$ cat config.mk
export PLATFORM = sky130hd
export DESIGN_NAME = scl2x_ram
export DESIGN_NICKNAME = d
export VERILOG_FILES = /design/src/rtl/core/scl2x_ram.sv
export SDC_FILE = /design/constraint.sdc
export NUM_CORES = 2
export LEC_CHECK = 0
export ABC_AREA = 1
export BUFFER_PORTS_ARGS = -buffer_cell sky130_fd_sc_hd__buf_2
export CAP_MARGIN = 20
export CORE_MARGIN = 2
export CORE_UTILIZATION = 25
export DETAILED_ROUTE_END_ITERATION = 7
export PLACE_DENSITY = 0.39
export SYNTH_ARGS = -nofsm -noshare
export SYNTH_HDL_FRONTEND = slang
export SYNTH_SLANG_ARGS = --single-unit
$ cat constraint.sdc
create_clock -name i_clk -period 3.3 [get_ports i_clk]
set_input_delay 0.165 -clock i_clk [delete_from_list [all_inputs] [get_ports i_clk]]
set_output_delay 0.165 -clock i_clk [all_outputs]
set_load 0.01 [all_outputs]
$ cat src/rtl/core/scl2x_ram.sv
// ----------------------------------------------------------------------------
// scl2x_ram
// Simple dual-port RAM: one write port, one read port with registered data.
// ----------------------------------------------------------------------------
module scl2x_ram #(
    parameter int WIDTH = 16,
    parameter int DEPTH = 256
) (
    input  logic                     i_clk,
    input  logic                     i_wr_en,
    input  logic [$clog2(DEPTH)-1:0] i_wr_addr,
    input  logic [WIDTH-1:0]         i_wr_data,
    input  logic                     i_rd_en,
    input  logic [$clog2(DEPTH)-1:0] i_rd_addr,
    output logic [WIDTH-1:0]         o_rd_data
);

    logic [WIDTH-1:0] r_mem [DEPTH];
    logic [WIDTH-1:0] r_rd_data;

    // write port
    always_ff @(posedge i_clk) begin
        if (i_wr_en) begin
            r_mem[i_wr_addr] <= i_wr_data;
        end
    end

    // read port, data holds until the next read
    always_ff @(posedge i_clk) begin
        if (i_rd_en) begin
            r_rd_data <= r_mem[i_rd_addr];
        end
    end

    assign o_rd_data = r_rd_data;

endmodule

==> impl_metrics.json <==
{
  "drc_errors": 15,
  "syn2layout_area_growth_pct": 18.8,
  "dpl_cell_area_um2": 183000,
  "rows": 299,
  "grt_antenna_before_repair": 46,
  "netlist_instances": 13617,
  "r2r_cells": 10,
  "hold_viol_final": 0,
  "skew_ns": 0.0566,
  "synth_xor_area_share_pct": 0,
  "peakVddDrop_mv": 0.452,
  "maxSlewHeadroom_pct": 22.1,
  "syn-num-nets": 13652,
  "synthAdderAreaFrac_pct": 0,
  "port_buffers": 50,
  "core_um2": 662000,
  "wl_met3_um": 27500,
  "setup_tns_ns": 0,
  "worstPathRequired_ns": 4.06,
  "rsz0062_at_grt": "false",
  "clk_path_buf_depth": 4,
  "ys_warn_count": 0,
  "holdBufCountCts": 21,
  "cp_slowest_stage_delay_ns": 0.35,
  "top_layer": "met5",
  "r2r_start": "r_mem[96][5]",
  "dieHeight_um": 819,
  "status": "finished with violations",
  "fp.dieW_um": 819,
  "root_buffer": "clkbuf_16",
  "worstSetupPathType": "register to register",
  "maxCapViolCount": 0,
  "arrival_ns": 3.24,
  "min_from": "i_wr_data[1]",
  "synth_top_family_by_area": "simple AND/OR/NAND/NOR gates",
  "min-delay-path-class": "input pin to register",
  "synth_compound_area_share_pct": 0,
  "cts.sinks": 4112,
  "numCtsBuffers": 449,
  "drt_pass1_iterations": 8,
  "yosys.area.top_type": "edfxtp_1",
  "post-place-ws_ns": -0.208,
  "syn_area_um2": 166000,
  "final_area_um2": 197000,
  "path_max_fanout": 1,
  "path_cells": "nand2_1 > nand3_1 > nand3_1 > nand3_1 > nand3_1 > nand3_1 > nand3_1 > nand2_1 > nand2_1 > nand2_1",
  "critPathSlowestCell": "edfxtp_1",
  "drive_gt1_share_pct": 11.9,
  "period_needed_ns": 2.49,
  "routed_wl_um": 603000,
  "async_reset_ff_share_pct": 0,
  "grt_overflow": 0,
  "synthSimpleGateAreaFrac_pct": 22.3,
  "tightest_slew_ns": 1.17,
  "ys_seq_area_share_pct": 74.4,
  "synthDistinctLibCells": 14,
  "yosys-top-cells-area": "edfxtp_1 (74%), nand3_1 (12%), nand2_1 (9.5%)",
  "routabilityCongestion": 0.822,
  "wl_per_cell_um": 25.9,
  "cts_tree": "done",
  "synthTopCellsByCount": "nand2_1 (4211), edfxtp_1 (4112), nand3_1 (4035)",
  "grt_pass1_vias": 104374,
  "ios": 51,
  "dieArea_um2": 670000,
  "drv_slew": 0,
  "grt_use_total_pct": 17.4,
  "final.hold.worst_slack_ns": 0.111,
  "path_common_cell": "nand3_1",
  "synth.area.mux_share_pct": 0,
  "dp_hpwl_um": 368000,
  "avgSynthCellArea_um2": 12.2,
  "startpoint": "r_mem[96][5]",
  "cts.clk_slew.worst_paths_ns": 0.06,
  "max_clock_freq_mhz": 402,
  "drt_iter0_drc": 9972,
  "viasPerCell": 4.66,
  "post-synth-top-count-cell": "nand2_1",
  "start_kind": "register",
  "wl_met2_um": 285000,
  "hold_depth": 2,
  "synth_top_cell_area_share_pct": 74.4,
  "synthFlopType": "edfxtp_1",
  "ant_nets": 0,
  "clock_latency_ns": 1.05,
  "ctsResizeCount": 0,
  "synth-seq-cells": 4112,
  "post_cts_buffers": 0,
  "violations": "design-rule violations",
  "fillers": 67312,
  "finalCritPeriodShare_pct": 75.3,
  "final_nets": 14190,
  "setup_violations": 0,
  "end_kind": "register",
  "wirelength_met1_um": 275000,
  "power_density_nw_per_um2": 586,
  "setup_slack_ns": 0.814,
  "synth_edf_count": 4112,
  "p_leak_uw": 0.0681,
  "cts.htree.levels": 5,
  "grt_pass1_wl_um": 847000,
  "num_vias": 108538,
  "grt_max_degree": 123,
  "start_util_pct": 25.0
}
## kinds of logic (layout without fill, tap and decap cells)
| family | Yosys count | count (layout) |
|---|---|---|
| buffers and inverters | 976 | 1895 |
| DFF | 4112 | 4112 |
| other | 0 | 26 |
| and+or+nand+nor | 8529 | 8529 |
## cells in the final DEF, fill, tap and decap left out, drive strengths merged
master,count
clkbuf,543
buf,1003
diode,26
dlygate4sd3,21
edfxtp,4112
nand2,4211
clkinvlp,7
inv,50
bufinv,37
clkinv,234
nor2,283
nand3,4035
## power by group
group	switching, uW	internal (uW)
Clock	21500	28100
Combinational	5970	2140
Sequential	134	57600
## routing by layer
metal  GRT usage (%)  vias to the layer above
met4            4.43                        2
li1                -                    49827
met3            1.91                      648
met5               0                        -
met1            24.6                    55259
met2            28.6                     2802
## critical path: cells and delay by family (launching register included)
| family | cells | cell delay (ns) |
|---|---|---|
| and+or+nand+nor | 10 | 1.81 |
| DFF | 1 | 0.35 |
## cell type report
class                   count  area (um^2)  area share [%]
multi-input cells        8529        37400            19.0
clock buffers             543        11800            5.98
well taps                8729        10900            5.54
diodes                     26         65.1          0.0330
repair buffers           1024        10900            5.54
flip-flops and latches   4112       123000            62.6
clock inverters           289         2360            1.20
inverters                  39          200           0.102
## sequential cells by signal (all words and copies together) (netlist names)
signal	flops
r_mem	4096
o_rd_data	16
## path summary, 6_finish.rpt
kind / endpoint / slack (ns)
setup / recovery: o_rd_data[5] / 0.81
hold / removal: r_mem[68][1] / 0.11
setup reg to reg: o_rd_data[5] / 0.81
hold reg to reg: o_rd_data[4] / 1.09
## through the flow
stage | std cells | util [%] | power [uW]
after global routing | 23279 | 29.8 | 119000
after detailed placement | 22412 | 27.6 | 67100
after floorplan | 13617 | - | 62300
after CTS | 23265 | 29.8 | 117000
after global placement | 22411 | 27.6 | 67100
final | 23291 | 29.8 | 115000
(Power assumes the default switching activity.)
