<file path="config.mk">
export PLATFORM = sky130hd
export DESIGN_NAME = scl2x_ctrl
export DESIGN_NICKNAME = d
export VERILOG_FILES = /design/src/rtl/core/scl2x_pkg.sv /design/src/rtl/core/scl2x_ctrl.sv
export SDC_FILE = /design/constraint.sdc
export NUM_CORES = 1
export LEC_CHECK = 0
export BUFFER_PORTS_ARGS = -buffer_cell sky130_fd_sc_hd__buf_4
export CORE_UTILIZATION = 54
export DETAILED_ROUTE_END_ITERATION = 10
export PLACE_DENSITY = 0.9
export SYNTH_ARGS = -nofsm -noshare
export SYNTH_HDL_FRONTEND = slang
export SYNTH_SLANG_ARGS = --single-unit
</file>
<file path="constraint.sdc">
create_clock -name i_clk -period 3.7 [get_ports i_clk]
set_input_delay 0.185 -clock i_clk [delete_from_list [all_inputs] [get_ports i_clk]]
set_output_delay 0.185 -clock i_clk [all_outputs]
set_load 0.02 [all_outputs]
</file>
<file path="src/rtl/core/scl2x_pkg.sv">
// ----------------------------------------------------------------------------
// scl2x_pkg
// Shared types and constants for the 2x pixel-art upscaler.
// ----------------------------------------------------------------------------
package scl2x_pkg;

    // default geometry and pixel size
    localparam int MAX_WIDTH_DEF  = 256;
    localparam int PIXEL_BITS_DEF = 16;

    // configuration register
    localparam int CFG_BITS        = 9;
    localparam int CFG_WIDTH_RESET = 256;
    localparam int MIN_WIDTH       = 2;

    // result coordinate fields
    localparam int ROW_BITS     = 12;
    localparam int COL_OUT_BITS = 8;
    localparam logic [ROW_BITS-1:0] ROW_MAX = 12'd4095;

    // input item kinds
    typedef enum logic [0:0] {
        ACT_PIXEL = 1'b0,
        ACT_FLUSH = 1'b1
    } t_action;

    // per-item control carried from the sequencer to the kernel stage
    typedef struct packed {
        logic emit;     // row above exists, a block is produced
        logic has_b;    // up neighbor inside the frame
        logic has_d;    // left neighbor inside the frame
        logic has_f;    // right neighbor inside the frame
    } t_s1_ctrl;

endpackage

</file>
<file path="src/rtl/core/scl2x_ctrl.sv">
// ----------------------------------------------------------------------------
// scl2x_ctrl
// Column and row sequencer: width register, line store addressing and the
// control word of the item in the kernel stage.
// ----------------------------------------------------------------------------
module scl2x_ctrl import scl2x_pkg::*; #(
    parameter int MAX_WIDTH = MAX_WIDTH_DEF
) (
    input  logic                         i_clk,
    input  logic                         i_rst_n,
    input  logic                         i_cfg_wr_en,
    input  logic [CFG_BITS-1:0]          i_cfg_wr_data,
    input  logic                         i_valid,
    input  logic                         i_action,
    output logic                         o_ready,
    input  logic                         i_s1_advance,
    output logic                         o_load,
    output logic [$clog2(MAX_WIDTH)-1:0] o_col,
    output logic [$clog2(MAX_WIDTH)-1:0] o_prev_rd_addr,
    output logic                         o_s1_valid,
    output t_s1_ctrl                     o_s1_ctrl,
    output logic [$clog2(MAX_WIDTH)-1:0] o_s1_col,
    output logic [ROW_BITS-1:0]          o_s1_row
);

    localparam int ColW = $clog2(MAX_WIDTH);
    localparam int WW   = $clog2(MAX_WIDTH + 1);
    localparam int CmpW = (WW > CFG_BITS) ? WW : CFG_BITS;
    localparam logic [WW-1:0] WidthReset =
        (CFG_WIDTH_RESET > MAX_WIDTH) ? WW'(MAX_WIDTH) : WW'(CFG_WIDTH_RESET);

    logic [WW-1:0]       r_width;
    logic [WW-1:0]       n_width;
    logic [ColW-1:0]     r_col;
    logic [ColW-1:0]     n_col;
    logic [ROW_BITS-1:0] r_row;
    logic [ROW_BITS-1:0] n_row;
    logic                r_s1_valid;
    t_s1_ctrl            r_s1_ctrl;
    t_s1_ctrl            n_s1_ctrl;
    logic [ColW-1:0]     r_s1_col;
    logic [ROW_BITS-1:0] r_s1_row;

    logic [CmpW-1:0] cfg_ext;
    logic [WW-1:0]   col_inc;
    logic            last_col;
    logic            flush;
    logic            accept;

    // clamp the written width into the supported range
    always_comb begin
        cfg_ext = CmpW'(i_cfg_wr_data);
        if (cfg_ext < CmpW'(MIN_WIDTH)) begin
            n_width = WW'(MIN_WIDTH);
        end else if (cfg_ext > CmpW'(MAX_WIDTH)) begin
            n_width = WW'(MAX_WIDTH);
        end else begin
            n_width = WW'(cfg_ext);
        end
    end

    always_ff @(posedge i_clk) begin
        if (!i_rst_n) begin
            r_width <= WidthReset;
        end else if (i_cfg_wr_en) begin
            r_width <= n_width;
        end
    end

    // transfer handling: a flush with no row stored is taken and dropped
    assign o_ready  = !r_s1_valid || i_s1_advance;
    assign accept   = i_valid && o_ready;
    assign flush    = (i_action == ACT_FLUSH);
    assign o_load   = accept && !(flush && (r_row == '0));

    // next position
    always_comb begin
        col_inc  = WW'(r_col) + WW'(1);
        last_col = (col_inc >= r_width);
        n_col    = last_col ? '0 : col_inc[ColW-1:0];
        n_row    = r_row;
        if (last_col) begin
            if (flush) begin
                n_row = '0;
            end else if (r_row < ROW_MAX) begin
                n_row = r_row + ROW_BITS'(1);
            end
        end
    end

    always_ff @(posedge i_clk) begin
        if (!i_rst_n) begin
            r_col <= '0;
            r_row <= '0;
        end else if (o_load) begin
            r_col <= n_col;
            r_row <= n_row;
        end
    end

    // control word of the item entering the kernel stage
    always_comb begin
        n_s1_ctrl.emit  = (r_row != '0);
        n_s1_ctrl.has_b = (r_row > ROW_BITS'(1));
        n_s1_ctrl.has_d = (r_col != '0);
        n_s1_ctrl.has_f = !last_col;
    end

    always_ff @(posedge i_clk) begin
        if (!i_rst_n) begin
            r_s1_valid <= 1'b0;
        end else if (o_ready) begin
            r_s1_valid <= o_load;
        end
    end

    always_ff @(posedge i_clk) begin
        if (o_load) begin
            r_s1_ctrl <= n_s1_ctrl;
            r_s1_col  <= r_col;
            r_s1_row  <= r_row - ROW_BITS'(1);
        end
    end

    // prefetch the next centre, which is also this item's right neighbor
    assign o_col          = r_col;
    assign o_prev_rd_addr = n_col;
    assign o_s1_valid     = r_s1_valid;
    assign o_s1_ctrl      = r_s1_ctrl;
    assign o_s1_col       = r_s1_col;
    assign o_s1_row       = r_s1_row;

endmodule

</file>
==> key figures <==
Route
  • Drt initial violations: 214
  • Via count: 2392
  • WL/cell: 14.23 µm
  • Vias per inst: 5.834
  • Routed WL: 5833 µm
  • DRT Pass-1 Iters: 5
  • DRC: 0
  • Antenna viol nets, final: 0

Clock network
  • Reg clk slew, reported paths: 0.10 ns
  • CTS root buffer: clkbuf_8
  • Buffer count from post-CTS setup fixing: 0
  • Hold buffer count at cts: 0
  • H-Tree Depth: 2
  • Num CTS Buffers: 5
  • Resized Gates After CTS: 0
  • Clk sink count: 54
  • Clock buffer depth: 2
  • CTS tree: built
  • Clock latency on the worst-skew pair: 0.31 ns

Pwr
  • Clock Power Share: 32.5%
  • P per Cell Area: 346.0 mW/mm²
  • Switch share: 24.76%
  • Leak pwr: 1.264 nW
  • Combinational share of power: 11.4%
  • Sequential power share: 56.1%
  • Maximum VDD drop: 0.1660 mV
  • NetSw: 284.5 µW
  • Internal power: 864.6 µW

Cells and area
  • Design area: 0.003321 mm²
  • Area Growth Syn to Fin: 18.85%
  • Total Nets Final: 371
  • Antenna cells: 0
  • Layout cells sized above 1: 21.57%

Synth
  • Top post-synthesis cells by count: 36 x nand2_1, 30 x dfxtp_1, 24 x edfxtp_1
  • Distinct cells, synth: 50
  • Cells after Synth: 297
  • Sequential share of the synthesized area: 47.29%
  • #FFs+latches synth: 54
  • Syn_nets: 326
  • Avg Cell Area, Syn: 9.407 µm²
  • Ys flop type: dfxtp_1
  • Cell area after synthesis: 0.002794 mm²
  • Top-count cell post-synth: nand2_1
  • Yosys top cell area share: 25.79%
  • Synth Warn #: 0
  • EDFF count, synth: 24
  • Largest cells by area after synthesis: edfxtp_1 26%, dfxtp_1 21%, ha_1 6.3%
  • Ys async rst share: 0%
  • Synth area leader: edfxtp_1

Die
  • Core outline area: 0.004848 mm²
  • Die area: 0.005466 mm²
  • Initial Utilization: 57.63%
  • Die W: 73.93 µm
  • Die Y: 73.93 µm
  • Core Rows: 25
  • I/O pin count: 58

Global route
  • Total track usage: 22.01%
  • Vias in the first global route: 2011
  • Initial antenna violation count: 0
  • Largest net degree at the start of global routing: 34
  • Total global routing overflow: 0
  • Global-route wire length before repair: 9287 µm

Placement
  • Post-DP HPWL: 4032 µm
  • Buffers added on ports: 57
  • GP Congestion: 0.8379
  • Cell area after placement: 0.003204 mm²

Timing
  • Final period utilization: 90.40%
  • Rel. slew slack: 49.60%
  • Count of pins over their slew limit: 0
  • Setup TNS Final: 0 ns
  • Setup Skew: 0.003701 ns
  • Post-route minimum period: 3.345 ns
  • Final Hold Viols: 0
  • Fmax achieved: 299.0 MHz
  • Setup violations, final: 0
  • RSZ-0062 raised after global routing: no
  • Worst Tran Pin Value: 0.7551 ns

Setup path
  • WP data arrival: 3.16 ns
  • Top delay family on crit path: simple AND/OR/NAND/NOR gates
  • Worst Path Max Fanout: 30
  • Critical Path RT: 3.51 ns
  • CP cell instances: and3_1, nand3_1, nor2_1, xor2_1, ha_1, nand4_1, or3_1, o211ai_2, nor2_4, and2_1, buf_4
  • Critical path class: register to primary output
  • Crit start category: register
  • CP bufs+invs: 1
  • Slowest stage delay, CP: 0.51 ns
  • Slowest CP cell: dfxtp_1
  • Worst setup EP type: primary output

Flow run
  • Max-cap violations: 0

Hold path
  • Hold Crit Class: primary input to register

Outcome
  • Outcome: complete, no violations
==> power by group through the flow <==
stage                     Combinational (mW)  Clock [mW]  Sequential (mW)
after floorplan                       0.0710           0            0.669
after global placement                 0.126           0            0.658
final                                  0.131       0.373            0.645
after global routing                   0.145       0.400            0.646
after detailed placement               0.129           0            0.658
after CTS                              0.130       0.374            0.645
==> cells by family (layout without fill, tap and decap cells) <==
| logic type | after synthesis | in the layout | synth area share [%] |
|---|---|---|---|
| flops | 54 | 54 | 47.29 |
| simple gates | 131 | 131 | 24.77 |
| xor+xnor | 14 | 14 | 4.388 |
| compound gates | 48 | 48 | 11.38 |
| buf+inv | 36 | 82 | 5.911 |
| fa+ha+maj | 14 | 14 | 6.270 |
==> final timing paths <==
kind / startpoint / to / slack, ns / depth (start not counted)
min reg2reg: r_width[3]$_SDFFE_PN0P_ / r_width[3]$_SDFFE_PN0P_ / 0.47 / 2
min: i_cfg_wr_data[4] / r_width[4]$_SDFFE_PN0P_ / 0.12 / 3
max reg2reg: o_col[0]$_SDFFE_PN0P_ / r_row[10]$_SDFFE_PN0P_ / 0.40 / 11
max: o_col[0]$_SDFFE_PN0P_ / o_prev_rd_addr[5] / 0.36 / 11
==> worst reg2reg max path, cell delays in order, from the launching register on <==
cell and delay [ns]:
dfxtp_1 0.51, ha_1 0.24, nand3_1 0.12, nor2_1 0.19, xor2_1 0.12, ha_1 0.32, nand4_1 0.11, or3_1 0.41
o211ai_2 0.12, nor2_4 0.18, or4_4 0.62, o32ai_1 0.28
==> stage by stage <==
step | hold slack, ns | worst slack [ns] | cells | utilization [%] | total power [mW]
2_1_floorplan | 0.3009 | 0.7740 | 297 | - | 0.7402
3_3_place_gp | 0.4243 | 0.5767 | 402 | 66.09 | 0.7836
3_5_place_dp | 0.4360 | 0.4304 | 402 | 66.09 | 0.7878
4_1_cts | 0.1205 | 0.1220 | 410 | 68.39 | 1.149
5_1_grt | 0.1220 | 0.1309 | 410 | 68.49 | 1.192
6_report | 0.1183 | 0.3550 | 410 | 68.49 | 1.149
==> state kept, by name (all words and copies together), names as in the netlist <==
register	count
o_s1_valid	1
o_s1_ctrl	4
o_s1_row	12
o_s1_col	8
o_col	8
r_width	9
r_row	12
==> final cells by class <==
cell class	count	area (µm²)
fillers	367	1528
repair buffers	57	427.9
flip-flops and latches	54	1321
inverters	17	63.81
clock inverters	2	17.52
clock buffers	6	93.84
well taps	67	83.83
multi-input cells	207	1313
==> metal layers <==
metal | global-route usage (%) | wire, µm
met1 | 30.59 | 2525
met2 | 35.45 | 2801
met3 | 3.388 | 429
met4 | 6.838 | 77
met5 | 0 | 0
==> cell usage in the layout, fill, tap and decap left out, drive strengths merged, types with 3 or more instances in the layout <==
master / Yosys / routed
a21oi: 22 / 22
and2: 8 / 8
and3: 5 / 5
buf: 11 / 57
clkbuf: 8 / 6
dfxtp: 30 / 30
edfxtp: 24 / 24
ha: 14 / 14
inv: 16 / 17
nand2: 36 / 36
nand2b: 5 / 5
nand3: 14 / 14
nand3b: 4 / 4
nand4: 3 / 3
nor2: 24 / 24
nor3: 6 / 6
nor3b: 3 / 3
nor4: 10 / 10
o211ai: 3 / 3
o22ai: 9 / 9
or3: 3 / 3
or4: 4 / 4
xnor2: 4 / 4
xor2: 10 / 10
Power figures use the tool's default switching activity.
