## src/rtl/core/scl2x_pkg.sv

```systemverilog
// ----------------------------------------------------------------------------
// scl2x_pkg
// Shared types and constants for the 2x pixel-art upscaler.
// ----------------------------------------------------------------------------
package scl2x_pkg;

    // default geometry and pixel size
    localparam int MAX_WIDTH_DEF  = 256;
    localparam int PIXEL_BITS_DEF = 16;

    // configuration register
    localparam int CFG_BITS        = 9;
    localparam int CFG_WIDTH_RESET = 256;
    localparam int MIN_WIDTH       = 2;

    // result coordinate fields
    localparam int ROW_BITS     = 12;
    localparam int COL_OUT_BITS = 8;
    localparam logic [ROW_BITS-1:0] ROW_MAX = 12'd4095;

    // input item kinds
    typedef enum logic [0:0] {
        ACT_PIXEL = 1'b0,
        ACT_FLUSH = 1'b1
    } t_action;

    // per-item control carried from the sequencer to the kernel stage
    typedef struct packed {
        logic emit;     // row above exists, a block is produced
        logic has_b;    // up neighbor inside the frame
        logic has_d;    // left neighbor inside the frame
        logic has_f;    // right neighbor inside the frame
    } t_s1_ctrl;

endpackage

```

## src/rtl/core/scl2x_kernel.sv

```systemverilog
// ----------------------------------------------------------------------------
// scl2x_kernel
// Neighborhood registers, the 2x expansion rule and the result register.
// ----------------------------------------------------------------------------
module scl2x_kernel import scl2x_pkg::*; #(
    parameter int MAX_WIDTH  = MAX_WIDTH_DEF,
    parameter int PIXEL_BITS = PIXEL_BITS_DEF
) (
    input  logic                         i_clk,
    input  logic                         i_rst_n,
    input  logic                         i_load,
    input  logic                         i_flush,
    input  logic [PIXEL_BITS-1:0]        i_pixel,
    input  logic [PIXEL_BITS-1:0]        i_prev_rd_data,
    input  logic [PIXEL_BITS-1:0]        i_older_rd_data,
    input  logic                         i_s1_valid,
    input  t_s1_ctrl                     i_s1_ctrl,
    input  logic [$clog2(MAX_WIDTH)-1:0] i_s1_col,
    input  logic [ROW_BITS-1:0]          i_s1_row,
    output logic                         o_s1_advance,
    output logic [PIXEL_BITS-1:0]        o_centre,
    input  logic                         i_ready,
    output logic                         o_valid,
    output logic [PIXEL_BITS-1:0]        o_top_left,
    output logic [PIXEL_BITS-1:0]        o_top_right,
    output logic [PIXEL_BITS-1:0]        o_bottom_left,
    output logic [PIXEL_BITS-1:0]        o_bottom_right,
    output logic [COL_OUT_BITS-1:0]      o_src_col,
    output logic [ROW_BITS-1:0]          o_src_row
);

    localparam int ColW = $clog2(MAX_WIDTH);

    logic [PIXEL_BITS-1:0] r_e;
    logic [PIXEL_BITS-1:0] r_d;
    logic [PIXEL_BITS-1:0] r_h;
    logic [PIXEL_BITS-1:0] r_left;

    logic                    r_o_valid;
    logic [PIXEL_BITS-1:0]   r_e0;
    logic [PIXEL_BITS-1:0]   r_e1;
    logic [PIXEL_BITS-1:0]   r_e2;
    logic [PIXEL_BITS-1:0]   r_e3;
    logic [COL_OUT_BITS-1:0] r_src_col;
    logic [ROW_BITS-1:0]     r_src_row;

    logic [PIXEL_BITS-1:0] b;
    logic [PIXEL_BITS-1:0] d;
    logic [PIXEL_BITS-1:0] f;
    logic [PIXEL_BITS-1:0] n_e0;
    logic [PIXEL_BITS-1:0] n_e1;
    logic [PIXEL_BITS-1:0] n_e2;
    logic [PIXEL_BITS-1:0] n_e3;
    logic [ColW+COL_OUT_BITS-1:0] col_ext;
    logic out_free;
    logic s1_emit;

    // capture centre, left and down pixels as the item enters
    always_ff @(posedge i_clk) begin
        if (i_load) begin
            r_e <= i_prev_rd_data;
            r_d <= r_left;
            r_h <= i_flush ? i_prev_rd_data : i_pixel;
        end
    end

    always_ff @(posedge i_clk) begin
        if (!i_rst_n) begin
            r_left <= '0;
        end else if (i_load) begin
            r_left <= i_prev_rd_data;
        end
    end

    // edge replacement and the expansion rule
    always_comb begin
        b = i_s1_ctrl.has_b ? i_older_rd_data : r_e;
        d = i_s1_ctrl.has_d ? r_d : r_e;
        f = i_s1_ctrl.has_f ? i_prev_rd_data : r_e;
        if ((b != r_h) && (d != f)) begin
            n_e0 = (d == b)   ? d : r_e;
            n_e1 = (b == f)   ? f : r_e;
            n_e2 = (d == r_h) ? d : r_e;
            n_e3 = (r_h == f) ? f : r_e;
        end else begin
            n_e0 = r_e;
            n_e1 = r_e;
            n_e2 = r_e;
            n_e3 = r_e;
        end
    end

    assign col_ext = {{COL_OUT_BITS{1'b0}}, i_s1_col};

    // result register, the stage holds while a result waits
    assign out_free     = !r_o_valid || i_ready;
    assign s1_emit      = i_s1_valid && i_s1_ctrl.emit;
    assign o_s1_advance = !i_s1_ctrl.emit || out_free;

    always_ff @(posedge i_clk) begin
        if (!i_rst_n) begin
            r_o_valid <= 1'b0;
        end else if (out_free) begin
            r_o_valid <= s1_emit;
        end
    end

    always_ff @(posedge i_clk) begin
        if (out_free && s1_emit) begin
            r_e0      <= n_e0;
            r_e1      <= n_e1;
            r_e2      <= n_e2;
            r_e3      <= n_e3;
            r_src_col <= col_ext[COL_OUT_BITS-1:0];
            r_src_row <= i_s1_row;
        end
    end

    assign o_centre       = r_e;
    assign o_valid        = r_o_valid;
    assign o_top_left     = r_e0;
    assign o_top_right    = r_e1;
    assign o_bottom_left  = r_e2;
    assign o_bottom_right = r_e3;
    assign o_src_col      = r_src_col;
    assign o_src_row      = r_src_row;

endmodule

```

## config.mk

```make
export PLATFORM = sky130hd
export DESIGN_NAME = scl2x_kernel
export DESIGN_NICKNAME = d
export VERILOG_FILES = /design/src/rtl/core/scl2x_pkg.sv /design/src/rtl/core/scl2x_kernel.sv
export SDC_FILE = /design/constraint.sdc
export NUM_CORES = 1
export LEC_CHECK = 0
export ABC_CLOCK_PERIOD_IN_PS = 5800
export BUFFER_PORTS_ARGS = -buffer_cell sky130_fd_sc_hd__buf_2
export CELL_PAD_IN_SITES_DETAIL_PLACEMENT = 0
export CELL_PAD_IN_SITES_GLOBAL_PLACEMENT = 1
export CORE_MARGIN = 3
export CORE_UTILIZATION = 45
export DETAILED_ROUTE_END_ITERATION = 8
export GPL_TIMING_DRIVEN = 0
export PLACE_DENSITY_LB_ADDON = 0.15
export SLEW_MARGIN = 20
export SYNTH_ARGS = -nofsm -noshare
export SYNTH_HDL_FRONTEND = slang
export SYNTH_SLANG_ARGS = --single-unit
export TNS_END_PERCENT = 50
```

## constraint.sdc

```tcl
create_clock -name i_clk -period 5.8 [get_ports i_clk]
set_input_delay 1.16 -clock i_clk [delete_from_list [all_inputs] [get_ports i_clk]]
set_output_delay 1.16 -clock i_clk [all_outputs]
set_load 0.03 [all_outputs]
```

==> results of run 1 <==
==> report_power, final <==
| group | total [mW] | switching [mW] | internal (mW) |
|---|---|---|---|
| Clock | 1.11 | 0.473 | 0.640 |
| Sequential | 1.28 | 0.0379 | 1.24 |
| Combinational | 0.588 | 0.368 | 0.220 |
==> Yosys cell counts (all sizes together) <==
master   count
a221o        1
and2         1
inv          1
clkbuf      39
a22o        15
edfxtp     132
xor2        79
a21oi       22
o2111ai      1
nor2b       21
o21ai        2
buf         35
nand2        7
nand4b       1
nand3        6
nor3        16
nor4b       13
xnor2       31
a211oi       4
and3         2
nor4        15
o211a        1
o211ai       1
a2111oi     15
mux2        84
nor2         6
a31oi        3
nand2b       3
nand4       17
dfxtp       17
a41oi        1
nand3b       1
o2111a       1
mux2i       60
and3b        1
==> sequential cells by signal (all words and copies together), names as in the netlist <==
signal and count:
o_bottom_left 16, o_top_right 16, o_src_row 12, o_src_col 8, o_bottom_right 16, o_top_left 16
o_centre 16, r_d 16, r_h 16, o_valid 1, r_left 16
==> cell type report <==
type	count	area [um2]	share of cell area [%]
timing repair buffer	179	963	9.22
sequential	149	4300	41.2
buffer	74	370	3.55
multi-input combinational	431	3940	37.7
inverter	1	3.75	0.0359
tap	229	287	2.74
clock buffer	19	433	4.14
clock inverter	13	149	1.43
==> through the flow <==
| stage | cell area (um2) | TNS [ps] |
|---|---|---|
| CTS | 10400 | 0 |
| detailed placement | 9860 | 0 |
| floorplan | 8610 | 0 |
| finish | 10400 | 0 |
| global route | 10400 | 0 |
| global placement | 9770 | -70820 |
==> critical path: stages <==
cell and delay (ps):
buf_2 110, buf_2 220, buf_2 290, buf_2 370, a21oi_1 70, a2111oi_0 660
nor4_1 200, nand4_4 270, nand3_2 250, buf_6 240, mux2_1 330
==> kinds of logic after synthesis <==
logic type             count (synthesis)
buffers and inverters                 75
AND/OR/NAND/NOR                      110
flip-flops                           149
multiplexers                         144
XOR/XNOR                             110
AO/OA/AOI/OAI                         67
==> how the worst min path moves through the flow <==
stage / to / cells after the start / slack [ps] / from
floorplan: r_d[0]$_DFFE_PP_ / 0 / 410 / r_left[0]$_SDFFE_PN0P_
global placement: r_d[12]$_DFFE_PP_ / 0 / 410 / r_left[12]$_SDFFE_PN0P_
detailed placement: r_d[6]$_DFFE_PP_ / 0 / 410 / r_left[6]$_SDFFE_PN0P_
CTS: r_d[6]$_DFFE_PP_ / 0 / 430 / r_left[6]$_SDFFE_PN0P_
global route: r_d[12]$_DFFE_PP_ / 0 / 450 / r_left[12]$_SDFFE_PN0P_
finish: r_d[6]$_DFFE_PP_ / 0 / 430 / r_left[6]$_SDFFE_PN0P_
==> per-layer routing <==
layer / up-vias / share of wire [%] / track usage (%) / routed length, um
met1: 3035 / 45 / 34.1 / 11800
met5: - / 0 / 0 / 0
met2: 227 / 48 / 41.2 / 12500
li1: 2834 / - / - / -
met4: 0 / 2.3 / 8.64 / 614
met3: 37 / 5.1 / 3.37 / 1350
==> layout by cell type, fill, tap and decap left out, types with 5 or more instances in the layout <==
| master | instances |
|---|---|
| buf_6 | 8 |
| mux2_2 | 42 |
| mux2i_1 | 56 |
| nor4_1 | 8 |
| nand4_4 | 5 |
| xor2_1 | 79 |
| nand4_1 | 12 |
| xnor2_1 | 31 |
| nor2b_1 | 21 |
| a2111oi_0 | 14 |
| mux2_1 | 12 |
| a22o_1 | 15 |
| clkbuf_16 | 17 |
| clkbuf_2 | 6 |
| buf_2 | 192 |
| edfxtp_1 | 132 |
| dfxtp_1 | 17 |
| nor4_2 | 7 |
| a21oi_1 | 22 |
| nor3_1 | 16 |
| buf_1 | 9 |
| nor2_1 | 5 |
| nor4b_1 | 13 |
| clkbuf_1 | 35 |
| nand3_1 | 5 |
| nand2_1 | 7 |
| mux2_4 | 30 |
==> qor.yml, run 1 <==
status: "complete, no violations"
dieArea_um2: 20800
fillerInstances: 1556
crit_path_start_kind: "input port"
grt_setup_unrepaired: "false"
antenna_found_initial: 0
num_vias: 6133
ys_ff_latch: 149
synth_top_area_share_pct: 46.1
setup_ws_ps: 1790
cts_tree: "yes"
finalClockSkew_ps: 13.4
syn-mean-instance-area_um2: 13.1
routed_wl_mm: 26.2
holdBufCountCts: 0
cts_resized: 0
finalHoldViolCount: 0
setup_viol: 0
clkTransAtPathRegs_ps: 70
timing.fmax_ghz: 0.250
die_w_um: 144
cp_data_required_time_ps: 5980
drv_cap: 0
place_hpwl_mm: 19.8
total_power_mw: 2.98
gp_congestion: 0.915
wl_per_cell_um: 24.0
syn_nets: 733
grt_pass1_vias: 6301
pre_cts_ws_ps: 1390
antenna_cells: 0
ir_worst_vdd_mv: 0.209
start_util_pct: 46.8
drt_pass1_iterations: 5
clk-insertion-delay-late_ps: 440
reg2reg_depth: 9
reg2reg_slack_ps: 2330
synthToLayoutAreaGrowth_pct: 21.4
final_util_pct: 56.8
drc: 0
hp-class: "reg2reg"
end_kind: "register"
synth_fa_ha_area_share_pct: 0
netlist_instances: 655
postRouteAntennaNets: 0
die_h_um: 144
grt-ovfl-total: 0
drt-initial-drc-count: 431
layout_worst_path_cycle_share_pct: 69.1
crit_type: "in2reg"
io_pins: 180
relSlewSlack_pct: 43.3
grt_max_degree: 31
reg2reg_to: "o_top_left[6]$_DFFE_PP_"
critPathMaxFanout: 10
cts_inserted_buffers: 17
h-tree-depth: 4
reg2reg_from: "o_centre[15]$_DFFE_PP_"
fin_crit_ps: 4010
rows: 49
worst_slew_pin_slew_ps: 829
post_synth_mux_area_share_pct: 19.5
coreArea_um2: 18400
worst_ep_arrival_time_ps: 4190
drive_gt1_share_pct: 38.5
synth.area.top_cells: "edfxtp_1, xor2_1, mux2i_1"
clk_path_buf_depth: 2
critPathCapture: "o_top_left[6]$_DFFE_PP_"
grt_pass1_wl_mm: 38.4
synthesis.area_um2: 8610
ys_types: 47
p_leak_nw: 4.17
yosys.area.top_type: "edfxtp_1"
synth_simple_gate_area_share_pct: 9.19
synth_top_family_by_area: "multiplexers"
root_buffer: "clkbuf_16"
port_buffers: 175
finalMaxSlewViolations: 0
clock_sinks: 149
postCtsSetupBuffers: 0
viasPerCell: 5.60
dp_cells: 1063
whs_ps: 431
grt_use_total_pct: 25.0
worstSetupStartpoint: "i_s1_ctrl[0]"
p_per_area_nw_per_um2: 286
synth_compound_area_share_pct: 5.80
final_nets: 931
yosysSeqAreaShare_pct: 50.0
stdcell_count: 1095
synth-xor-area-share_pct: 11.2
yosysWarnings: 0
(Power assumes the default switching activity.)
==> run 2, diff against run 1 <==
Settings changed: ABC_CLOCK_PERIOD_IN_PS 5800 to 3700.
Clock period 5.8 ns to 3.7 ns, I/O delays scaled along.
==> run 2 against run 1 <==
Compared with the run above: sequential power grew 57%; global-route usage increased by 0.080 points; sequential cell count did not move; register-to-register slack worse by 2000 ps; final area shrank 0.50%; hold slack barely moved.
==> qor.yml, run 2 (synthesis gave the netlist of run 1 again) <==
min_path_cells: 0
wl_per_cell_um: 23.7
worst_ep_arrival_time_ps: 3810
setup_viol: 0
port_buffers: 175
timing.fmax_ghz: 0.275
reg2reg_to: "o_top_left[4]$_DFFE_PP_"
dpl-instance-area_um2: 9850
worst_slew_pin_slew_ps: 985
drt_pass1_iterations: 5
dieArea_um2: 20800
clk_path_buf_depth: 2
cts_inserted_buffers: 17
layout_worst_path_cycle_share_pct: 98.2
die_h_um: 144
synthToLayoutAreaGrowth_pct: 20.8
crit_path_start_kind: "input port"
setup_tns_ps: 0
root_buffer: "clkbuf_16"
cp_data_required_time_ps: 3880
num_vias: 6154
clkTransAtPathRegs_ps: 60
routed-wl-met2_mm: 12.2
postCtsSetupBuffers: 0
finalClockSkew_ps: 10.3
antenna_found_initial: 0
grt-ovfl-total: 0
cts_resized: 0
coreArea_um2: 18400
finalMaxSlewViolations: 0
io_pins: 180
cts_tree: "yes"
status: "complete, no violations"
route.met3.wl_mm: 1.41
grt_use_total_pct: 25.1
relSlewSlack_pct: 32.7
final_util_pct: 56.5
grt_pass1_vias: 6216
routed_wl_mm: 26.0
h-tree-depth: 4
dp_cells: 1062
critPathMaxFanout: 10
final_cell_mix: "buf_2, edfxtp_1, xor2_1, mux2i_1, mux2_2"
die_w_um: 144
start_util_pct: 46.8
reg2reg_slack_ps: 290
finalHoldViolCount: 0
reg2reg_depth: 9
clk-insertion-delay-late_ps: 430
drv_cap: 0
pre_cts_ws_ps: -353
design_area_um2: 10400
dr.max_layer_used: "met4"
worstHoldEndpoint: "r_d[9]$_DFFE_PP_"
clock_sinks: 149
gp_congestion: 0.868
grt_pass1_wl_mm: 38.2
drt-initial-drc-count: 469
total_power_mw: 4.56
grt_max_degree: 50
postRouteAntennaNets: 0
reg2reg_from: "o_centre[10]$_DFFE_PP_"
drc: 0
stdcell_count: 1094
antenna_cells: 0
hp-class: "reg2reg"
final_nets: 930
fin_crit_ps: 3630
viasPerCell: 5.63
setup_ws_ps: 67.2
p_leak_nw: 4.15
wl_met1_mm: 11.7
end_kind: "register"
ir_worst_vdd_mv: 0.321
final_common_cell: "buf_2"
whs_ps: 430
crit_type: "in2reg"
place_hpwl_mm: 19.6
holdBufCountCts: 0
drive_gt1_share_pct: 38.5
grt_setup_unrepaired: "false"
p_per_area_nw_per_um2: 439
worstHoldStart: "r_left[9]$_SDFFE_PN0P_"
rows: 49
==> run 2: power breakdown <==
group	total, mW	switching [mW]	internal [mW]
registers	2.01	0.0597	1.95
clock network	1.63	0.755	0.876
logic	0.916	0.573	0.343
==> run 2: area by class of cell <==
cell class	count	area, um2
Fill cell	1580	8000
Sequential cell	149	4300
Multi-Input combinational cell	431	3940
Timing Repair Buffer	178	946
Clock buffer	17	425
Buffer	74	370
Tap cell	229	287
Clock inverter	15	121
Inverter	1	3.75
==> run 2: worst max-delay path by stage <==
stage | from | endpoint | slack (ps) | depth (start not counted)
after floorplan | i_ready | o_bottom_left[0]$_DFFE_PP_ | 260 | 2
after global placement | i_ready | o_top_left[11]$_DFFE_PP_ | -580 | 3
after detailed placement | i_s1_ctrl[0] | o_top_left[1]$_DFFE_PP_ | -350 | 11
after CTS | i_s1_ctrl[0] | o_top_left[4]$_DFFE_PP_ | 90 | 11
after global routing | i_s1_ctrl[0] | o_top_left[4]$_DFFE_PP_ | 1 | 11
final | i_s1_ctrl[0] | o_bottom_right[12]$_DFFE_PP_ | 70 | 10
==> run 2: metal layers <==
metal | up-vias | GRT usage (%)
met4 | 0 | 9.08
met5 | - | 0
met1 | 3037 | 34.5
met3 | 36 | 3.67
met2 | 241 | 40.7
li1 | 2840 | -
==> run 2: worst max-delay path, stage by stage <==
cell	delay, ps
buf_2	90
buf_2	200
buf_1	690
mux2i_1	290
xor2_1	270
nand4_1	200
nor4_2	530
nand4_4	230
buf_6	240
mux2_4	310
==> run 3, diff against run 2 <==
Settings changed: ABC_AREA from default to 1, CORE_UTILIZATION 45 to 40.
==> run 3 against run 2 <==
Compared with the run above: final area up 6.9%; wire length up 21%; first-iteration DRC count up 84%.
==> qor.yml, run 3 <==
drc: 0
synth_edf_count: 132
yosysSeqAreaShare_pct: 46.5
p_per_area_nw_per_um2: 426
synth.area.top_cells: "edfxtp_1, nand2_1, nand3_1"
crit_family: "simple AND/OR/NAND/NOR gates"
clk-insertion-delay-late_ps: 430
root_buffer: "clkbuf_16"
grt_setup_unrepaired: "false"
h-tree-depth: 4
route.met3.wl_mm: 2.18
dieArea_um2: 25000
synth_fa_ha_area_share_pct: 0
timing.fmax_ghz: 0.356
final_cell_mix: "nand2_1, buf_2, edfxtp_1, inv_1, nand3_1"
p_leak_nw: 5.92
path_cells: "buf_2, inv_1, o21ai_1, nand2_1, nand2_1, nand2_1, nor2_1, nand2_1, nor2_2, nor2_4, buf_2, nand2_1, nand2_1"
crit_type: "reg2reg"
worst_ep_arrival_time_ps: 2970
port_buffers: 176
num_vias: 8839
crit_path_start_kind: "register"
wl_per_cell_um: 17.3
relSlewSlack_pct: 47.8
clkTransAtPathRegs_ps: 80
final_common_cell: "nand2_1"
synth_top_area_share_pct: 42.8
finalMaxSlewViolations: 0
stdcell_count: 1815
holdBufCountCts: 0
status: "complete, no violations"
drt_pass1_iterations: 6
synth_compound_area_share_pct: 3.31
synth_simple_gate_area_share_pct: 42.0
setup_viol: 0
yosys.area.top_type: "edfxtp_1"
start_util_pct: 40.7
seqCellArea_um2: 4300
rows: 55
reg2reg_slack_ps: 890
grt_max_degree: 51
hp-class: "reg2reg"
die_w_um: 158
ir_worst_vdd_mv: 0.268
die_h_um: 158
grt_pass1_wl_mm: 47.5
grt_use_total_pct: 25.0
syn-mean-instance-area_um2: 7.01
synthesis.area_um2: 9250
dr.max_layer_used: "met4"
postCtsSetupBuffers: 0
critPathMaxFanout: 10
clk_path_buf_depth: 2
drv_cap: 0
layout_worst_path_cycle_share_pct: 75.9
path_buf_inv: 3
netlist_instances: 1320
finalClockSkew_ps: 16.7
ys_ff_latch: 149
grt-ovfl-total: 0
routed_wl_mm: 31.4
antenna_cells: 0
cts_resized: 0
finalHoldViolCount: 0
yosysMostFrequentCell: "nand2_1"
ys_async_sr_fraction_pct: 0
yosysWarnings: 0
setup_tns_ps: 0
fin_crit_ps: 2810
multi_input_area_um2: 4240
cts_tree: "yes"
ys_types: 23
postRouteAntennaNets: 0
synthToLayoutAreaGrowth_pct: 20.1
drt-initial-drc-count: 863
cp_data_required_time_ps: 3860
place_hpwl_mm: 24.0
dp_cells: 1783
synth_commonest_cells: "nand2_1, edfxtp_1, inv_1, nand3_1, nor2_1"
wl_met1_mm: 14.7
syn_nets: 1398
end_kind: "register"
cts_inserted_buffers: 17
ys.flop_type: "edfxtp_1"
grt_pass1_vias: 8281
final_nets: 1595
viasPerCell: 4.87
crit_path_frequent_cell: "nand2_1"
drive_gt1_share_pct: 20.1
coreArea_um2: 22700
worst_slew_pin_slew_ps: 781
fillerInstances: 2344
max_stage_delay_ps: 560
antenna_found_initial: 0
gp_congestion: 0.919
synth-xor-area-share_pct: 0
synth_top_family_by_area: "simple AND/OR/NAND/NOR gates"
io_pins: 180
post_synth_mux_area_share_pct: 0.487
cp_slowest_cell: "o21ai_1"
routed-wl-met2_mm: 13.9
clock_sinks: 149
run 3: cell count changes after synthesis, moves of 21 or more:
| cell | previous run | this run |
|---|---|---|
| nand2_2 | 0 | 22 |
| inv_1 | 0 | 79 |
| nand2_1 | 7 | 779 |
| nor2_1 | 6 | 68 |
| mux2_2 | 42 | 4 |
| mux2_4 | 30 | 0 |
| mux2i_1 | 56 | 0 |
| clkbuf_1 | 33 | 7 |
| nor2b_1 | 21 | 0 |
| xor2_1 | 79 | 0 |
| xnor2_1 | 31 | 0 |
| nand3_1 | 5 | 78 |
run 3: stage by stage:
step	total power [mW]	area [um2]	setup slack, ps	util [%]	hold slack, ps
final	4.73	11100	892	48.9	422
after global routing	4.94	11100	784	48.9	432
after CTS	4.75	11100	965	48.9	421
after detailed placement	3.03	10500	565	46.4	410
after global placement	3.02	10500	-571	46.2	408
after floorplan	2.69	9250	220	-	403
run 3: logic make-up after synthesis:
logic type      after synthesis
mux                           4
flops                       149
compound gates               60
buf+inv                     142
simple gates                965
run 3: routing by layer:
| metal | vias up | global-route usage, % |
|---|---|---|
| met4 | 0 | 6.76 |
| met1 | 3912 | 36.2 |
| met2 | 358 | 39.7 |
| met5 | - | 0 |
| met3 | 35 | 2.90 |
| li1 | 4534 | - |
run 3: area by class of cell:
cell class / count / share of cell area (%)
flip-flops and latches: 149 / 38.7
multi-input cells: 1029 / 38.2
repair buffers: 178 / 8.31
clock buffers: 18 / 3.86
plain buffers: 56 / 3.47
well taps: 285 / 3.21
inverters: 86 / 2.93
clock inverters: 14 / 1.27
run 3: where the power goes:
group	switching [mW]	internal [mW]	leakage, nW
logic	0.706	0.282	4.25
registers	0.0592	1.95	1.40
clock network	0.789	0.945	0.266
run 3: worst paths after layout:
path,start,endpoint,cells after the start
worst max-delay path,o_centre[0]$_DFFE_PP_,o_bottom_left[13]$_DFFE_PP_,13
worst min-delay path,r_left[12]$_SDFFE_PN0P_,r_d[12]$_DFFE_PP_,0
worst max register to register,o_centre[0]$_DFFE_PP_,o_bottom_left[13]$_DFFE_PP_,13
worst min register to register,r_left[12]$_SDFFE_PN0P_,r_d[12]$_DFFE_PP_,0
run 3: worst register-to-register path, cell delays in order, from the launching register on:
cell and delay, ps:
edfxtp_1 350, buf_2 250, inv_1 120, o21ai_1 560, nand2_1 110, nand2_1 90
nand2_1 70, nor2_1 250, nand2_1 110, nor2_2 130, nor2_4 90, buf_2 230
nand2_1 110, nand2_1 80
